`src/hdl/dtg711_pkg.sv`:
```
// Shared constants, codes and types of the dual-tone G.711 generator.
package dtg711_pkg;

    // Fixed-point format of phasors and coefficients.
    localparam int FRAC_BITS = 30;
    localparam int PH_W      = 32;
    localparam int PROD_W    = 2 * PH_W;
    localparam int RND_W     = PROD_W - FRAC_BITS;

    // Sample and code widths, and the shift from phasor scale to sample scale.
    localparam int SAMPLE_W  = 16;
    localparam int CODE_W    = 8;
    localparam int SAMPLE_SHIFT = FRAC_BITS - 13;

    // Stream payload widths.
    localparam int IN_TDATA_W  = 8;
    localparam int OUT_TDATA_W = CODE_W + SAMPLE_W;

    // Configuration port.
    localparam int CFG_IDX_W  = 3;
    localparam int CFG_DATA_W = 32;

    // Multiply schedule: eight operations per tone, the two tones interleaved.
    localparam int NUM_TONES = 2;
    localparam int NUM_OPS   = 8;
    localparam int ISSUE_N   = NUM_TONES * NUM_OPS;
    localparam int CNT_W     = $clog2(ISSUE_N);

    // Fixed-point one.
    localparam logic signed [PH_W-1:0] ONE_FX = PH_W'(64'sd1 <<< FRAC_BITS);

    // Companding law codes.
    localparam logic LAW_MU = 1'b0;
    localparam logic LAW_A  = 1'b1;

    // Configuration register indexes.
    typedef enum logic [CFG_IDX_W-1:0] {
        REG_FIRST_COS  = 3'd0,
        REG_FIRST_SIN  = 3'd1,
        REG_SECOND_COS = 3'd2,
        REG_SECOND_SIN = 3'd3,
        REG_LAW_SELECT = 3'd4
    } dtg711_reg_t;

    // Multiply operations of one tone update, in issue order.
    typedef enum logic [CNT_W-2:0] {
        OP_RE_C  = 3'd0,   // re * cos
        OP_RE_S  = 3'd1,   // re * sin
        OP_IM_S  = 3'd2,   // im * sin, closes the new real part
        OP_IM_C  = 3'd3,   // im * cos, closes the new imaginary part
        OP_RE_SQ = 3'd4,   // re * re
        OP_IM_SQ = 3'd5,   // im * im, closes the correction factor
        OP_RE_T  = 3'd6,   // re * factor
        OP_IM_T  = 3'd7    // im * factor
    } dtg711_op_t;

    // Controller states.
    typedef enum logic [2:0] {
        ST_IDLE,
        ST_RUN,
        ST_DRAIN,
        ST_SUM,
        ST_ENC
    } dtg711_state_t;

    // Commands from the controller to the datapath.
    typedef struct packed {
        logic       restart;
        logic       issue;
        logic       tone;
        dtg711_op_t op;
        logic       sum;
        logic       load_out;
    } dtg711_cmd_t;

endpackage

```
`src/hdl/dtg711_g711.sv`:
```
// G.711 compressor: mu-law or A-law byte from a 16-bit linear sample.
module dtg711_g711 (
    input  logic signed [dtg711_pkg::SAMPLE_W-1:0] sample,
    input  logic                                   law,
    output logic [dtg711_pkg::CODE_W-1:0]          code
);
    import dtg711_pkg::*;

    localparam logic [13:0] U_CLIP = 14'd8159;
    localparam logic [13:0] U_BIAS = 14'd33;

    logic [11:0] a_mag;
    logic [2:0]  a_seg;
    logic [3:0]  a_man;
    logic [7:0]  a_code;
    logic [13:0] u_base;
    logic [13:0] u_mag;
    logic [2:0]  u_seg;
    logic [3:0]  u_man;
    logic [7:0]  u_mask;
    logic [7:0]  u_code;

    // A-law: magnitude on the top 13 bits, segment from the leading one.
    always_comb
    begin
        a_mag = sample[SAMPLE_W-1] ? ~sample[14:3] : sample[14:3];
        a_seg = 3'd0;
        for (int i = 5; i < 12; i++)
        begin
            if (a_mag[i])
            begin
                a_seg = 3'(i - 4);
            end
        end
        a_man  = (a_seg == 3'd0) ? a_mag[4:1] : 4'(a_mag >> a_seg);
        a_code = {1'b0, a_seg, a_man} ^ (sample[SAMPLE_W-1] ? 8'h55 : 8'hD5);
    end

    // Mu-law: biased magnitude on the top 14 bits, clipped at full scale.
    always_comb
    begin
        if (sample[SAMPLE_W-1])
        begin
            u_base = {1'b0, ~sample[14:2]} + 14'd1;
            u_mask = 8'h7F;
        end
        else
        begin
            u_base = {1'b0, sample[14:2]};
            u_mask = 8'hFF;
        end
        u_mag = ((u_base > U_CLIP) ? U_CLIP : u_base) + U_BIAS;
        u_seg = 3'd0;
        for (int i = 6; i < 13; i++)
        begin
            if (u_mag[i])
            begin
                u_seg = 3'(i - 5);
            end
        end
        u_man = 4'(u_mag >> ({1'b0, u_seg} + 4'd1));
        if (u_mag[13])
        begin
            u_code = 8'h7F ^ u_mask;
        end
        else
        begin
            u_code = {1'b0, u_seg, u_man} ^ u_mask;
        end
    end

    assign code = (law == LAW_A) ? a_code : u_code;

endmodule

```
`src/hdl/dtg711_dpath.sv`:
```
// Datapath: coefficient registers, phasors, shared multiplier, rounding and output register.
module dtg711_dpath (
    input  logic                                    clk,
    input  logic                                    rst_n,
    input  dtg711_pkg::dtg711_cmd_t                 cmd,
    input  logic                                    cfg_wr_en,
    input  logic [dtg711_pkg::CFG_IDX_W-1:0]        cfg_index,
    input  logic [dtg711_pkg::CFG_DATA_W-1:0]       cfg_data,
    output logic [dtg711_pkg::CODE_W-1:0]           code_byte,
    output logic signed [dtg711_pkg::SAMPLE_W-1:0]  linear_sample
);
    import dtg711_pkg::*;

    localparam int WIDE_W = RND_W + 2;
    localparam int QW     = PH_W + 1 - SAMPLE_SHIFT;
    localparam logic signed [PROD_W-1:0] HALF_P = PROD_W'(64'sd1 <<< (FRAC_BITS - 1));
    localparam logic signed [WIDE_W-1:0] TWO_FX = WIDE_W'(64'sd2 <<< FRAC_BITS);

    // Configuration.
    logic signed [PH_W-1:0]   cos_reg [NUM_TONES];
    logic signed [PH_W-1:0]   sin_reg [NUM_TONES];
    logic                     law_reg;

    // Phasors and per-tone scratch.
    logic signed [PH_W-1:0]   re_reg   [NUM_TONES];
    logic signed [PH_W-1:0]   im_reg   [NUM_TONES];
    logic signed [PH_W-1:0]   t_reg    [NUM_TONES];
    logic signed [RND_W-1:0]  accr_reg [NUM_TONES];
    logic signed [RND_W-1:0]  acci_reg [NUM_TONES];

    // Multiplier stage.
    logic signed [PH_W-1:0]   op_a;
    logic signed [PH_W-1:0]   op_b;
    logic signed [PROD_W-1:0] prod_next;
    logic signed [PROD_W-1:0] prod_reg;
    logic                     wb_valid_reg;
    logic                     wb_tone_reg;
    dtg711_op_t               wb_op_reg;

    // Writeback stage.
    logic signed [PROD_W-1:0] prod_rnd;
    logic signed [RND_W-1:0]  rnd_val;
    logic signed [WIDE_W-1:0] r_wide;
    logic signed [WIDE_W-1:0] accr_w;
    logic signed [WIDE_W-1:0] acci_w;

    // Sample rounding and output.
    logic signed [PH_W:0]     tone_sum;
    logic [QW-1:0]            q_val;
    logic [SAMPLE_SHIFT-1:0]  rem_val;
    logic                     q_inc;
    logic [QW:0]              q_rnd;
    logic signed [SAMPLE_W-1:0] sample_next;
    logic signed [SAMPLE_W-1:0] sample_reg;
    logic [CODE_W-1:0]        enc_code;
    logic [CODE_W-1:0]        out_code_reg;
    logic signed [SAMPLE_W-1:0] out_sample_reg;

    function automatic logic signed [PH_W-1:0] sat_ph(input logic signed [WIDE_W-1:0] v);
        logic [WIDE_W-PH_W:0] top;
        top = v[WIDE_W-1:PH_W-1];
        if ((&top) || !(|top))
        begin
            sat_ph = v[PH_W-1:0];
        end
        else if (v[WIDE_W-1])
        begin
            sat_ph = {1'b1, {(PH_W-1){1'b0}}};
        end
        else
        begin
            sat_ph = {1'b0, {(PH_W-1){1'b1}}};
        end
    endfunction

    // Configuration writes; unknown indexes are ignored.
    always_ff @(posedge clk or negedge rst_n)
    begin
        if (!rst_n)
        begin
            cos_reg[0] <= ONE_FX;
            cos_reg[1] <= ONE_FX;
            sin_reg[0] <= '0;
            sin_reg[1] <= '0;
            law_reg    <= LAW_MU;
        end
        else if (cfg_wr_en)
        begin
            case (dtg711_reg_t'(cfg_index))
                REG_FIRST_COS:  cos_reg[0] <= cfg_data[PH_W-1:0];
                REG_FIRST_SIN:  sin_reg[0] <= cfg_data[PH_W-1:0];
                REG_SECOND_COS: cos_reg[1] <= cfg_data[PH_W-1:0];
                REG_SECOND_SIN: sin_reg[1] <= cfg_data[PH_W-1:0];
                REG_LAW_SELECT: law_reg    <= cfg_data[0];
                default:        ;
            endcase
        end
    end

    // Operand selection for the shared multiplier.
    always_comb
    begin
        unique case (cmd.op)
            OP_RE_C:  begin op_a = re_reg[cmd.tone]; op_b = cos_reg[cmd.tone]; end
            OP_RE_S:  begin op_a = re_reg[cmd.tone]; op_b = sin_reg[cmd.tone]; end
            OP_IM_S:  begin op_a = im_reg[cmd.tone]; op_b = sin_reg[cmd.tone]; end
            OP_IM_C:  begin op_a = im_reg[cmd.tone]; op_b = cos_reg[cmd.tone]; end
            OP_RE_SQ: begin op_a = re_reg[cmd.tone]; op_b = re_reg[cmd.tone];  end
            OP_IM_SQ: begin op_a = im_reg[cmd.tone]; op_b = im_reg[cmd.tone];  end
            OP_RE_T:  begin op_a = re_reg[cmd.tone]; op_b = t_reg[cmd.tone];   end
            default:  begin op_a = im_reg[cmd.tone]; op_b = t_reg[cmd.tone];   end
        endcase
    end

    assign prod_next = op_a * op_b;

    // Product register and the tag that follows it to writeback.
    always_ff @(posedge clk)
    begin
        prod_reg    <= prod_next;
        wb_tone_reg <= cmd.tone;
        wb_op_reg   <= cmd.op;
    end

    always_ff @(posedge clk or negedge rst_n)
    begin
        if (!rst_n)
        begin
            wb_valid_reg <= 1'b0;
        end
        else
        begin
            wb_valid_reg <= cmd.issue;
        end
    end

    // Round half up to the fixed-point grid.
    assign prod_rnd = prod_reg + HALF_P;
    assign rnd_val  = prod_rnd[PROD_W-1:FRAC_BITS];
    assign r_wide   = WIDE_W'(rnd_val);
    assign accr_w   = WIDE_W'(accr_reg[wb_tone_reg]);
    assign acci_w   = WIDE_W'(acci_reg[wb_tone_reg]);

    // Partial sums and the magnitude correction factor.
    always_ff @(posedge clk)
    begin
        if (wb_valid_reg)
        begin
            unique case (wb_op_reg)
                OP_RE_C, OP_RE_SQ: accr_reg[wb_tone_reg] <= rnd_val;
                OP_RE_S:           acci_reg[wb_tone_reg] <= rnd_val;
                OP_IM_SQ:          t_reg[wb_tone_reg]    <= sat_ph(TWO_FX - (accr_w + r_wide));
                default:           ;
            endcase
        end
    end

    // Phasor state: restart to 1+0j, otherwise updated by writeback.
    always_ff @(posedge clk or negedge rst_n)
    begin
        if (!rst_n)
        begin
            re_reg[0] <= ONE_FX;
            re_reg[1] <= ONE_FX;
            im_reg[0] <= '0;
            im_reg[1] <= '0;
        end
        else if (cmd.restart)
        begin
            re_reg[0] <= ONE_FX;
            re_reg[1] <= ONE_FX;
            im_reg[0] <= '0;
            im_reg[1] <= '0;
        end
        else if (wb_valid_reg)
        begin
            unique case (wb_op_reg)
                OP_IM_S: re_reg[wb_tone_reg] <= sat_ph(accr_w - r_wide);
                OP_IM_C: im_reg[wb_tone_reg] <= sat_ph(acci_w + r_wide);
                OP_RE_T: re_reg[wb_tone_reg] <= sat_ph(r_wide);
                OP_IM_T: im_reg[wb_tone_reg] <= sat_ph(r_wide);
                default: ;
            endcase
        end
    end

    // Sum of real parts, round half to even, saturate to the sample range.
    always_comb
    begin
        tone_sum = {re_reg[0][PH_W-1], re_reg[0]} + {re_reg[1][PH_W-1], re_reg[1]};
        q_val    = tone_sum[PH_W:SAMPLE_SHIFT];
        rem_val  = tone_sum[SAMPLE_SHIFT-1:0];
        q_inc    = rem_val[SAMPLE_SHIFT-1] & ((|rem_val[SAMPLE_SHIFT-2:0]) | q_val[0]);
        q_rnd    = {q_val[QW-1], q_val} + (QW+1)'(q_inc);
        if ((&q_rnd[QW:SAMPLE_W-1]) || !(|q_rnd[QW:SAMPLE_W-1]))
        begin
            sample_next = q_rnd[SAMPLE_W-1:0];
        end
        else if (q_rnd[QW])
        begin
            sample_next = {1'b1, {(SAMPLE_W-1){1'b0}}};
        end
        else
        begin
            sample_next = {1'b0, {(SAMPLE_W-1){1'b1}}};
        end
    end

    dtg711_g711 u_enc (
        .sample (sample_reg),
        .law    (law_reg),
        .code   (enc_code)
    );

    // Sample register and output register.
    always_ff @(posedge clk)
    begin
        if (cmd.sum)
        begin
            sample_reg <= sample_next;
        end
        if (cmd.load_out)
        begin
            out_code_reg   <= enc_code;
            out_sample_reg <= sample_reg;
        end
    end

    assign code_byte     = out_code_reg;
    assign linear_sample = out_sample_reg;

    // Writeback only follows an issued multiply.
    a_wb_follows_issue: assert property (@(posedge clk) disable iff (!rst_n)
        wb_valid_reg |-> $past(cmd.issue))
        else $error("writeback without an issued multiply");

    // A restart never coincides with a phasor writeback.
    a_restart_quiet: assert property (@(posedge clk) disable iff (!rst_n)
        cmd.restart |-> !wb_valid_reg)
        else $error("restart during phasor update");

    // The sample is rounded only after the last multiply has been written back.
    a_sum_after_wb: assert property (@(posedge clk) disable iff (!rst_n)
        cmd.sum |-> ($past(wb_valid_reg) && !wb_valid_reg))
        else $error("sample formed before phasor update finished");

endmodule

```
`src/hdl/dtg711_ctrl.sv`:
```
// Controller: stream handshakes and the sequence of multiply, round and encode steps.
module dtg711_ctrl (
    input  logic                    clk,
    input  logic                    rst_n,
    input  logic                    s_tvalid,
    output logic                    s_tready,
    input  logic                    s_restart,
    output logic                    m_tvalid,
    input  logic                    m_tready,
    output dtg711_pkg::dtg711_cmd_t cmd
);
    import dtg711_pkg::*;

    localparam logic [CNT_W-1:0] CNT_LAST = CNT_W'(ISSUE_N - 1);

    dtg711_state_t     state_reg;
    dtg711_state_t     state_next;
    logic [CNT_W-1:0]  cnt_reg;
    logic [CNT_W-1:0]  cnt_next;
    logic              out_valid_reg;
    logic              out_valid_next;
    logic              out_free;

    assign out_free = !out_valid_reg || m_tready;

    // Next state, issue counter and output occupancy.
    always_comb
    begin
        state_next     = state_reg;
        cnt_next       = cnt_reg;
        out_valid_next = out_valid_reg && !m_tready;
        unique case (state_reg)
            ST_IDLE:
            begin
                cnt_next = '0;
                if (s_tvalid)
                begin
                    state_next = ST_RUN;
                end
            end
            ST_RUN:
            begin
                cnt_next = cnt_reg + 1'b1;
                if (cnt_reg == CNT_LAST)
                begin
                    state_next = ST_DRAIN;
                end
            end
            ST_DRAIN:
            begin
                state_next = ST_SUM;
            end
            ST_SUM:
            begin
                state_next = ST_ENC;
            end
            ST_ENC:
            begin
                if (out_free)
                begin
                    state_next     = ST_IDLE;
                    out_valid_next = 1'b1;
                end
            end
            default:
            begin
                state_next = ST_IDLE;
            end
        endcase
    end

    // Commands to the datapath and handshake outputs.
    always_comb
    begin
        cmd          = '0;
        cmd.tone     = cnt_reg[0];
        cmd.op       = dtg711_op_t'(cnt_reg[CNT_W-1:1]);
        s_tready     = 1'b0;
        unique case (state_reg)
            ST_IDLE:
            begin
                s_tready    = 1'b1;
                cmd.restart = s_tvalid && s_restart;
            end
            ST_RUN:
            begin
                cmd.issue = 1'b1;
            end
            ST_SUM:
            begin
                cmd.sum = 1'b1;
            end
            ST_ENC:
            begin
                cmd.load_out = out_free;
            end
            default:
            begin
                cmd = cmd;
            end
        endcase
    end

    assign m_tvalid = out_valid_reg;

    always_ff @(posedge clk or negedge rst_n)
    begin
        if (!rst_n)
        begin
            state_reg     <= ST_IDLE;
            cnt_reg       <= '0;
            out_valid_reg <= 1'b0;
        end
        else
        begin
            state_reg     <= state_next;
            cnt_reg       <= cnt_next;
            out_valid_reg <= out_valid_next;
        end
    end

    // The output register is loaded only when empty or being emptied.
    a_load_free: assert property (@(posedge clk) disable iff (!rst_n)
        cmd.load_out |-> (!out_valid_reg || m_tready))
        else $error("result overwritten while still waiting");

    // An accepted item starts the multiply sequence from its first operation.
    a_start: assert property (@(posedge clk) disable iff (!rst_n)
        (s_tvalid && s_tready) |=> (state_reg == ST_RUN && cnt_reg == '0))
        else $error("multiply sequence did not start");

    // The drain step follows the full set of issued multiplies.
    a_drain: assert property (@(posedge clk) disable iff (!rst_n)
        (state_reg == ST_DRAIN) |-> ($past(state_reg) == ST_RUN && $past(cnt_reg) == CNT_LAST))
        else $error("multiply sequence cut short");

    // A result appears only through a load of the output register.
    a_valid_rise: assert property (@(posedge clk) disable iff (!rst_n)
        $rose(out_valid_reg) |-> $past(cmd.load_out))
        else $error("result valid without load");

endmodule

```
`src/hdl/dual_tone_generator_g711_core.sv`:
```
// Top level of the dual-tone generator with G.711 output.
//
// Each input item on the s_ stream asks for one 8 kHz sample; its only field,
// restart, sets both tone phasors to 1+0j before the sample is made. Each item
// gives exactly one result item on the m_ stream: the G.711 byte and the
// rounded linear sample. Rotation coefficients and the companding law are
// written through cfg_wr_en / cfg_index / cfg_data; the user must write them
// only while the block is idle, which the block itself does not enforce.
// Sixteen multiplies (eight per tone, the two tones interleaved) run through
// one shared 32x32 multiplier, one per cycle, followed by writeback, sample
// rounding and coding; a new item is taken only after the result of the last
// one has been loaded into the output register. If the receiver stalls, the
// result stays in the output register; the next item is still accepted and
// computed, and waits in its coding step until the output register frees.
// Reset puts the coefficients to 1+0j steps, selects mu-law and sets both
// phasors to 1+0j; no result is pending afterwards.
module dual_tone_generator_g711_core (
    input  logic                                   clk,
    input  logic                                   rst_n,
    input  logic                                   cfg_wr_en,
    input  logic [dtg711_pkg::CFG_IDX_W-1:0]       cfg_index,
    input  logic [dtg711_pkg::CFG_DATA_W-1:0]      cfg_data,
    input  logic                                   s_tvalid,
    output logic                                   s_tready,
    input  logic [dtg711_pkg::IN_TDATA_W-1:0]      s_tdata,   // [0] restart, rest zero
    output logic                                   m_tvalid,
    input  logic                                   m_tready,
    output logic [dtg711_pkg::OUT_TDATA_W-1:0]     m_tdata    // [7:0] code_byte, [23:8] linear_sample
);
    import dtg711_pkg::*;

    dtg711_cmd_t                cmd;
    logic [CODE_W-1:0]          code_byte;
    logic signed [SAMPLE_W-1:0] linear_sample;

    dtg711_ctrl u_ctrl (
        .clk       (clk),
        .rst_n     (rst_n),
        .s_tvalid  (s_tvalid),
        .s_tready  (s_tready),
        .s_restart (s_tdata[0]),
        .m_tvalid  (m_tvalid),
        .m_tready  (m_tready),
        .cmd       (cmd)
    );

    dtg711_dpath u_dpath (
        .clk           (clk),
        .rst_n         (rst_n),
        .cmd           (cmd),
        .cfg_wr_en     (cfg_wr_en),
        .cfg_index     (cfg_index),
        .cfg_data      (cfg_data),
        .code_byte     (code_byte),
        .linear_sample (linear_sample)
    );

    // Result packing, first field in the lowest bits.
    assign m_tdata = {linear_sample, code_byte};

endmodule

```
`config.mk`:
```
export PLATFORM = sky130hd
export DESIGN_NAME = dual_tone_generator_g711_core
export DESIGN_NICKNAME = d
export VERILOG_FILES = /design/src/hdl/dtg711_pkg.sv /design/src/hdl/dtg711_g711.sv /design/src/hdl/dtg711_dpath.sv /design/src/hdl/dtg711_ctrl.sv /design/src/hdl/dual_tone_generator_g711_core.sv
export SDC_FILE = /design/constraint.sdc
export NUM_CORES = 2
export LEC_CHECK = 0
export BUFFER_PORTS_ARGS = -buffer_cell sky130_fd_sc_hd__buf_2
export CORE_MARGIN = 3
export CORE_UTILIZATION = 40
export CTS_BUF_LIST = sky130_fd_sc_hd__clkbuf_2 sky130_fd_sc_hd__clkbuf_4 sky130_fd_sc_hd__clkbuf_8
export DETAILED_ROUTE_END_ITERATION = 12
export PLACE_DENSITY = 0.64
export SKIP_CTS_REPAIR_TIMING = 1
export SYNTH_ARGS = -nofsm -noshare
export SYNTH_HDL_FRONTEND = slang
export SYNTH_SLANG_ARGS = --single-unit
```
`constraint.sdc`:
```
create_clock -name clk -period 17.3 [get_ports clk]
set_clock_uncertainty 0.1 [all_clocks]
set_input_delay 1.73 -clock clk [delete_from_list [all_inputs] [get_ports clk]]
set_output_delay 1.73 -clock clk [all_outputs]
set_load 0.01 [all_outputs]
```
== Word level (Yosys, flattened, before mapping) ==
Memories as Yosys holds them, arrays and structs flattened. A register that Yosys moved wholly into a read port is not among the register bits.
Cells that the tools add are included.
Cells by class
  bitwise logic cells: 9
  $add $sub $neg: 11
  eq/ne operators: 25
  magnitude comparators: 4
  reductions and logical operators: 48
  shifts and indexed selects: 2
  $mul: 1
  multiplexer cells: 93
Operators by type and width (count)
  2-to-1 mux 32 bit: 36
  bitwise mux 64 bit: 4
  2-to-1 mux 64 bit: 4
  case mux 64 bit (2 select lines): 2
  case mux 32 bit (4 select lines): 1
  adder 34 x 34 -> 35 bit: 2
  adder 64 x 31 -> 64 bit, second input constant: 1
  multiplier 32 x 32 -> 64 bit: 1
  2-to-1 mux 3 bit: 14
  subtractor 33 x 36 -> 36 bit, first input constant: 1
  subtractor 34 x 34 -> 35 bit: 1
  adder 32 x 32 -> 33 bit: 1
  demux 32 bit (select 1 bit): 1
  2-to-1 mux 16 bit: 2
  2-to-1 mux 8 bit: 4
  2-to-1 mux 14 bit: 2
  equality test 3 bit, second input constant: 9
  equality test 3 x 2 -> 1 bit, second input constant: 8
  2-to-1 mux 1 bit: 18
  adder 16 x 2 -> 17 bit: 1
  AND reduction 2 bit: 8
  OR reduction 16 bit: 1
  XOR 7 x 8 -> 8 bit: 2
  zero test 3 bit: 5
  35 further kinds: 64
Word-level totals
  input bits: 48
  memory bits (writable): 200
  output and inout port bits: 26
  memories kept: 3
  word-level logic and storage cells: 215
  register bits: 374
Memory list
  u_dpath.acci_reg: depth 2, bits a word 34, read ports 1, clocked after Yosys merged registers in 1, write ports 1, line dtg711_dpath.sv:29  | logic signed [RND_W-1:0] acci_reg [NUM_TONES];
  u_dpath.accr_reg: depth 2, bits a word 34, read ports 1, clocked after Yosys merged registers in 1, write ports 1, line dtg711_dpath.sv:28  | logic signed [RND_W-1:0] accr_reg [NUM_TONES];
  u_dpath.t_reg: depth 2, bits a word 32, read ports 1, clocked after Yosys merged registers in 0, write ports 1, line dtg711_dpath.sv:27  | logic signed [PH_W-1:0] t_reg [NUM_TONES];

== Depth between registers and ports, before layout ==
  depth in word-level cells: 18
  gate-level depth with buffers: 38
  gate-level depth less buffers: 34

== Cells and area by module ==
From an unflattened synthesis, not the netlist that was laid out.
Second synthesis, totals
  cells, all modules: 7308
  area, all modules: 70008.4 µm²
Modules (own cells, without submodules)
  dtg711_dpath: cells each 6931, seq. area each 14448.9 µm², area each 67322.1 µm², instances 1
  dtg711_g711: cells each 331, seq. area each 0.0 µm², area each 2227.1 µm², instances 1
  dtg711_ctrl: cells each 46, seq. area each 200.2 µm², area each 459.2 µm², instances 1

== Least setup slack after synthesis ==
No wires, ideal clock.
  path kind: reg2reg
  from: register u_ctrl.cnt_reg[0]
  to: register u_dpath.prod_reg[50]
  required time: 17128 ps
  slack: 6714 ps
  path buffers: 7
  period minus slack after synthesis: 10586 ps
  data arrival time: 10413 ps
  library setup time: 72 ps
  stages on the path, launching flop included: 36
  cell sequence: dfrtp_1 -> clkbuf_1 -> clkbuf_1 -> clkbuf_1 -> buf_1 -> clkbuf_1 -> clkbuf_1 -> nand3_1 -> o21ai_1 -> clkbuf_1 -> nor2_1 -> fa_1 -> inv_1 -> fa_1 -> fa_1 -> fa_1 -> inv_1 -> fa_1 -> fa_1 -> fa_1 -> inv_1 -> fa_1 -> inv_1 -> ha_1 -> and3_1 -> and2_1 -> a221oi_1 -> o21ai_0 -> or4_1 -> a21oi_1 -> nor2_1 -> a311o_1 -> o41ai_1 -> o21ai_0 -> a21oi_1 -> xnor2_1
On the way
  cells in the longest elaborated chain, start to end: 6
  elaborated cells on any way between the ends: 17
  classes of those cells: mul: 1; mux: 14; bitwise: 1; memory: 1
Ends and longest elaborated chain
  from (decl): line dtg711_ctrl.sv:18  | logic [CNT_W-1:0] cnt_reg;
  from (signal assigned): line dtg711_ctrl.sv:117  | cnt_reg <= cnt_next;
  inverter 1 -> 2 bit (implied by the code)
  2-to-1 mux 32 bit, on equally long branches (3 in series)
  case mux 32 bit (4 select lines) / 2-to-1 mux 32 bit (equally long branches)
  multiplier 32 x 32 -> 64 bit *: line dtg711_dpath.sv:115  | assign prod_next = op_a * op_b;
  net u_dpath.prod_next[50]: line dtg711_dpath.sv:34  | logic signed [PROD_W-1:0] prod_next;
  to (signal assigned): line dtg711_dpath.sv:120  | prod_reg <= prod_next;
  to (decl): line dtg711_dpath.sv:35  | logic signed [PROD_W-1:0] prod_reg;
The timed path passes the listed nets; every way through them passes the cells marked *. The select of a mux whose other input is x is not followed.
A chain may end at the register's enable or synchronous reset.

== Worst setup path after layout ==
  from: register u_ctrl.cnt_reg[3]
  to: register u_dpath.prod_reg[61]
On the way
  cells in the longest elaborated chain, start to end: 4
  elaborated cells on any way between the ends: 13
  classes of those cells: mul: 1; eq/ne: 6; mux: 2; reduce/logical: 4
Ends and longest elaborated chain
  equality test 3 x 2 -> 1 bit (tied with other cells): line dtg711_dpath.sv:103  | unique case (cmd.op)
  OR reduction 2 bit (no line) / OR reduction 4 bit (equally long branches)
  case mux 32 bit (4 select lines) / 2-to-1 mux 32 bit (equally long branches)
  multiplier 32 x 32 -> 64 bit *: line dtg711_dpath.sv:115
  net u_dpath.prod_next[61]: line dtg711_dpath.sv:34
The timed path passes the listed nets; every way through them passes the cells marked *.

==> out/qor.yml <==
status: "finished, violations left"
failed_checks: "max-capacitance violations, max-slew violations"
gr-total-overflow: 0
async_flop_share_pct: 48.8
htreeDepth: 3
grt_antenna_before_repair: 11
die-width_um: 421
grt_usage_pct: 26.2
crit-reg2reg-launch: "u_ctrl.cnt_reg[3]$_DFFE_PN0P_"
source_to_sink_clock_delay_at_the_later_pin_of_the_worst_skew_pair_ps: 770
rr_endpoint: "u_dpath.prod_reg[61]$_DFF_P_"
layout_min_cycle_time_ps: 12530
highest_count_cells_in_the_layout_ignoring_fill_and_taps: "1085 x fa_1, 1077 x inv_1, 869 x nand2_1, 693 x nor2_1, 320 x ha_1"
rows: 151
floorplan.initialDensity_pct: 40.5
timing.critical_path.from_type: "flip-flop"
timing_worst_setup_path_type: "flip-flop to flip-flop"
layout.filler_cells: 16443
cts.sinks: 545
dp_hpwl_mm: 172
critical_path_peak_fanout: 61
critical_path_rt_ps: 17830
synth-edff-count: 240
post_synth.cell_area_avg_um2: 9.45
critical_path.slowest_cell: "o21a_1"
maximum_number_of_pins_on_one_net_before_global_route_repair: 135
count_of_boundary_i_o_pins: 74
worst_path_most_repeated_cell: "fa_1"
drive_above_1_share_pct: 10.3
setup_viol: 0
timing.critical_path.arrival_ps: 13050
reg2reg_setup_slack_ps: 4770
die_y_um: 421
timing.slew.headroom_pct: -1.14
clock_path_buffers: 3
timing.final.hold_violations: 0
detailedRoute.firstIterationViolations: 5432
worst_r2r_path_depth: 33
final_common_cell: "fa_1"
cp_max_stage_delay_ps: 920
maxCapViolations: 1
syn_inst: 7302
largest_delay_share_family_worst_path: "adder cells"
maxClockFrequency_mhz: 79.8
antenna_violating_nets_post_route: 0
die_outline_area_um2: 178000
yosysUniqueCellTypes: 94
synth-seq-cells: 545
detail_route.vias_per_cell: 5.73
port-buffer-count: 66
synth-seq-area-share_pct: 21.2
worst_pin_slew_ps: 1520
ys.warnings.count: 0
hold_class: "flip-flop to flip-flop"
syn2layout_area_growth_pct: 8.11
num_vias: 55224
detail_route.wirelength_mm: 235
critical_path_cell_count: 33
final_max_slew_viol_count: 23
drt-pass1-iter-count: 6
core_area_um2: 170000
cp-end-kind: "flip-flop"
design.final.nets: 8709
syn_nets: 8755
clk_tree_root_cell: "clkbuf_8"
drc_errors: 0
routedWlPerCell_um: 24.4
synthDominantAreaCellType: "fa_1"
timing_startpoint_of_the_critical_path: "u_ctrl.cnt_reg[3]$_DFFE_PN0P_"
grt_pass1_wl_mm: 352
synth_area_leaders: "fa_1 31%, edfxtp_1 10%, dfrtp_1 9.5%, inv_1 5.9%, ha_1 5.8%"
dominantRegCellSynth: "dfrtp_1"
place_congestion: 0.985
netlist.area_leader.share_pct: 31.5
cts_tree: "yes"
first_global_vias: 55854
clk_pin_slew_ps: 70
grt_setup_unrepaired: "false"
timing.critical_path.buf_inv: 6
syn_area_um2: 69000
setup.worst_path.end: "u_dpath.prod_reg[61]$_DFF_P_"
setup_tns_ps: 0
number_of_buffers_created_by_cts: 95
final.period_utilization_pct: 72.4
-- per-stage QoR --
stage               utilization, %  cells  hold WS (ps)  instance area [µm²]  setup WS [ps]
floorplan                        -   7302           272                69000           6710
global placement              42.5   9454           335                72500           5150
detailed placement            42.5   9454           328                72500           5050
CTS                           43.8   9629           342                74600           4970
global route                  43.8   9630           344                74600           4430
finish                        43.8   9634           337                74600           4770
-- Yosys cell counts, types with 32 or more instances --
cell type / count
fa_1: 1085
inv_1: 1077
nand2_1: 869
nor2_1: 700
clkbuf_1: 333
ha_1: 320
dfrtp_1: 262
o21ai_0: 255
mux2_2: 241
edfxtp_1: 240
a21oi_1: 233
xnor2_1: 145
mux2i_1: 143
nand3_1: 96
and2_1: 93
a21o_1: 88
xor2_1: 85
o221ai_1: 78
nand2b_1: 71
nor3_1: 66
o21a_1: 61
o22ai_1: 54
a22oi_1: 50
nand4_1: 40
dfxtp_1: 39
and3_1: 35
buf_1: 33
or3_1: 32
-- cells by family after synthesis --
group / share of synthesized area, %
xor gates and xnor gates: 2.92
buffers and inverters: 8.01
and+or+nand+nor: 13.6
AOI/OAI and AO/OA: 10.9
muxes: 6.00
DFF: 21.2
adders and majority gates: 37.3
-- area by class of cell --
| type | count | area (µm²) | share of cell area, % |
|---|---|---|---|
| diodes | 5 | 12.5 | 0.0168 |
| clock buffers | 150 | 1840 | 2.46 |
| clock inverters | 25 | 310 | 0.416 |
| inverters | 1079 | 4050 | 5.43 |
| multi-input cells | 5296 | 49200 | 66.0 |
| flip-flops and latches | 545 | 14700 | 19.6 |
| well taps | 2295 | 2870 | 3.85 |
| repair buffers | 239 | 1650 | 2.21 |
-- worst min-delay path by stage --
stage | cells past startpoint | startpoint | to
floorplan | 0 | u_ctrl.cnt_reg[1]$_DFFE_PN0P_ | u_dpath.wb_op_reg[0]$_DFF_P_
global placement | 0 | u_dpath.sample_reg[0]$_DFFE_PP_ | u_dpath.linear_sample[0]$_DFFE_PP_
detailed placement | 0 | u_dpath.sample_reg[0]$_DFFE_PP_ | u_dpath.linear_sample[0]$_DFFE_PP_
CTS | 0 | u_dpath.sample_reg[0]$_DFFE_PP_ | u_dpath.linear_sample[0]$_DFFE_PP_
global route | 0 | u_dpath.sample_reg[0]$_DFFE_PP_ | u_dpath.linear_sample[0]$_DFFE_PP_
finish | 0 | u_dpath.sample_reg[0]$_DFFE_PP_ | u_dpath.linear_sample[0]$_DFFE_PP_
-- layer usage --
| metal | GRT usage (%) | vias to the layer above | part of all wire, % |
|---|---|---|---|
| met3 | 5.91 | 611 | 10 |
| met1 | 34.8 | 28091 | 40 |
| met5 | 0 | - | 0.0030 |
| li1 | - | 23717 | - |
| met4 | 13.5 | 2 | 6.4 |
| met2 | 40.1 | 2803 | 44 |
Power is not shown: default switching activity piles up to over one toggle a cycle in this logic, so the estimate is an artifact.
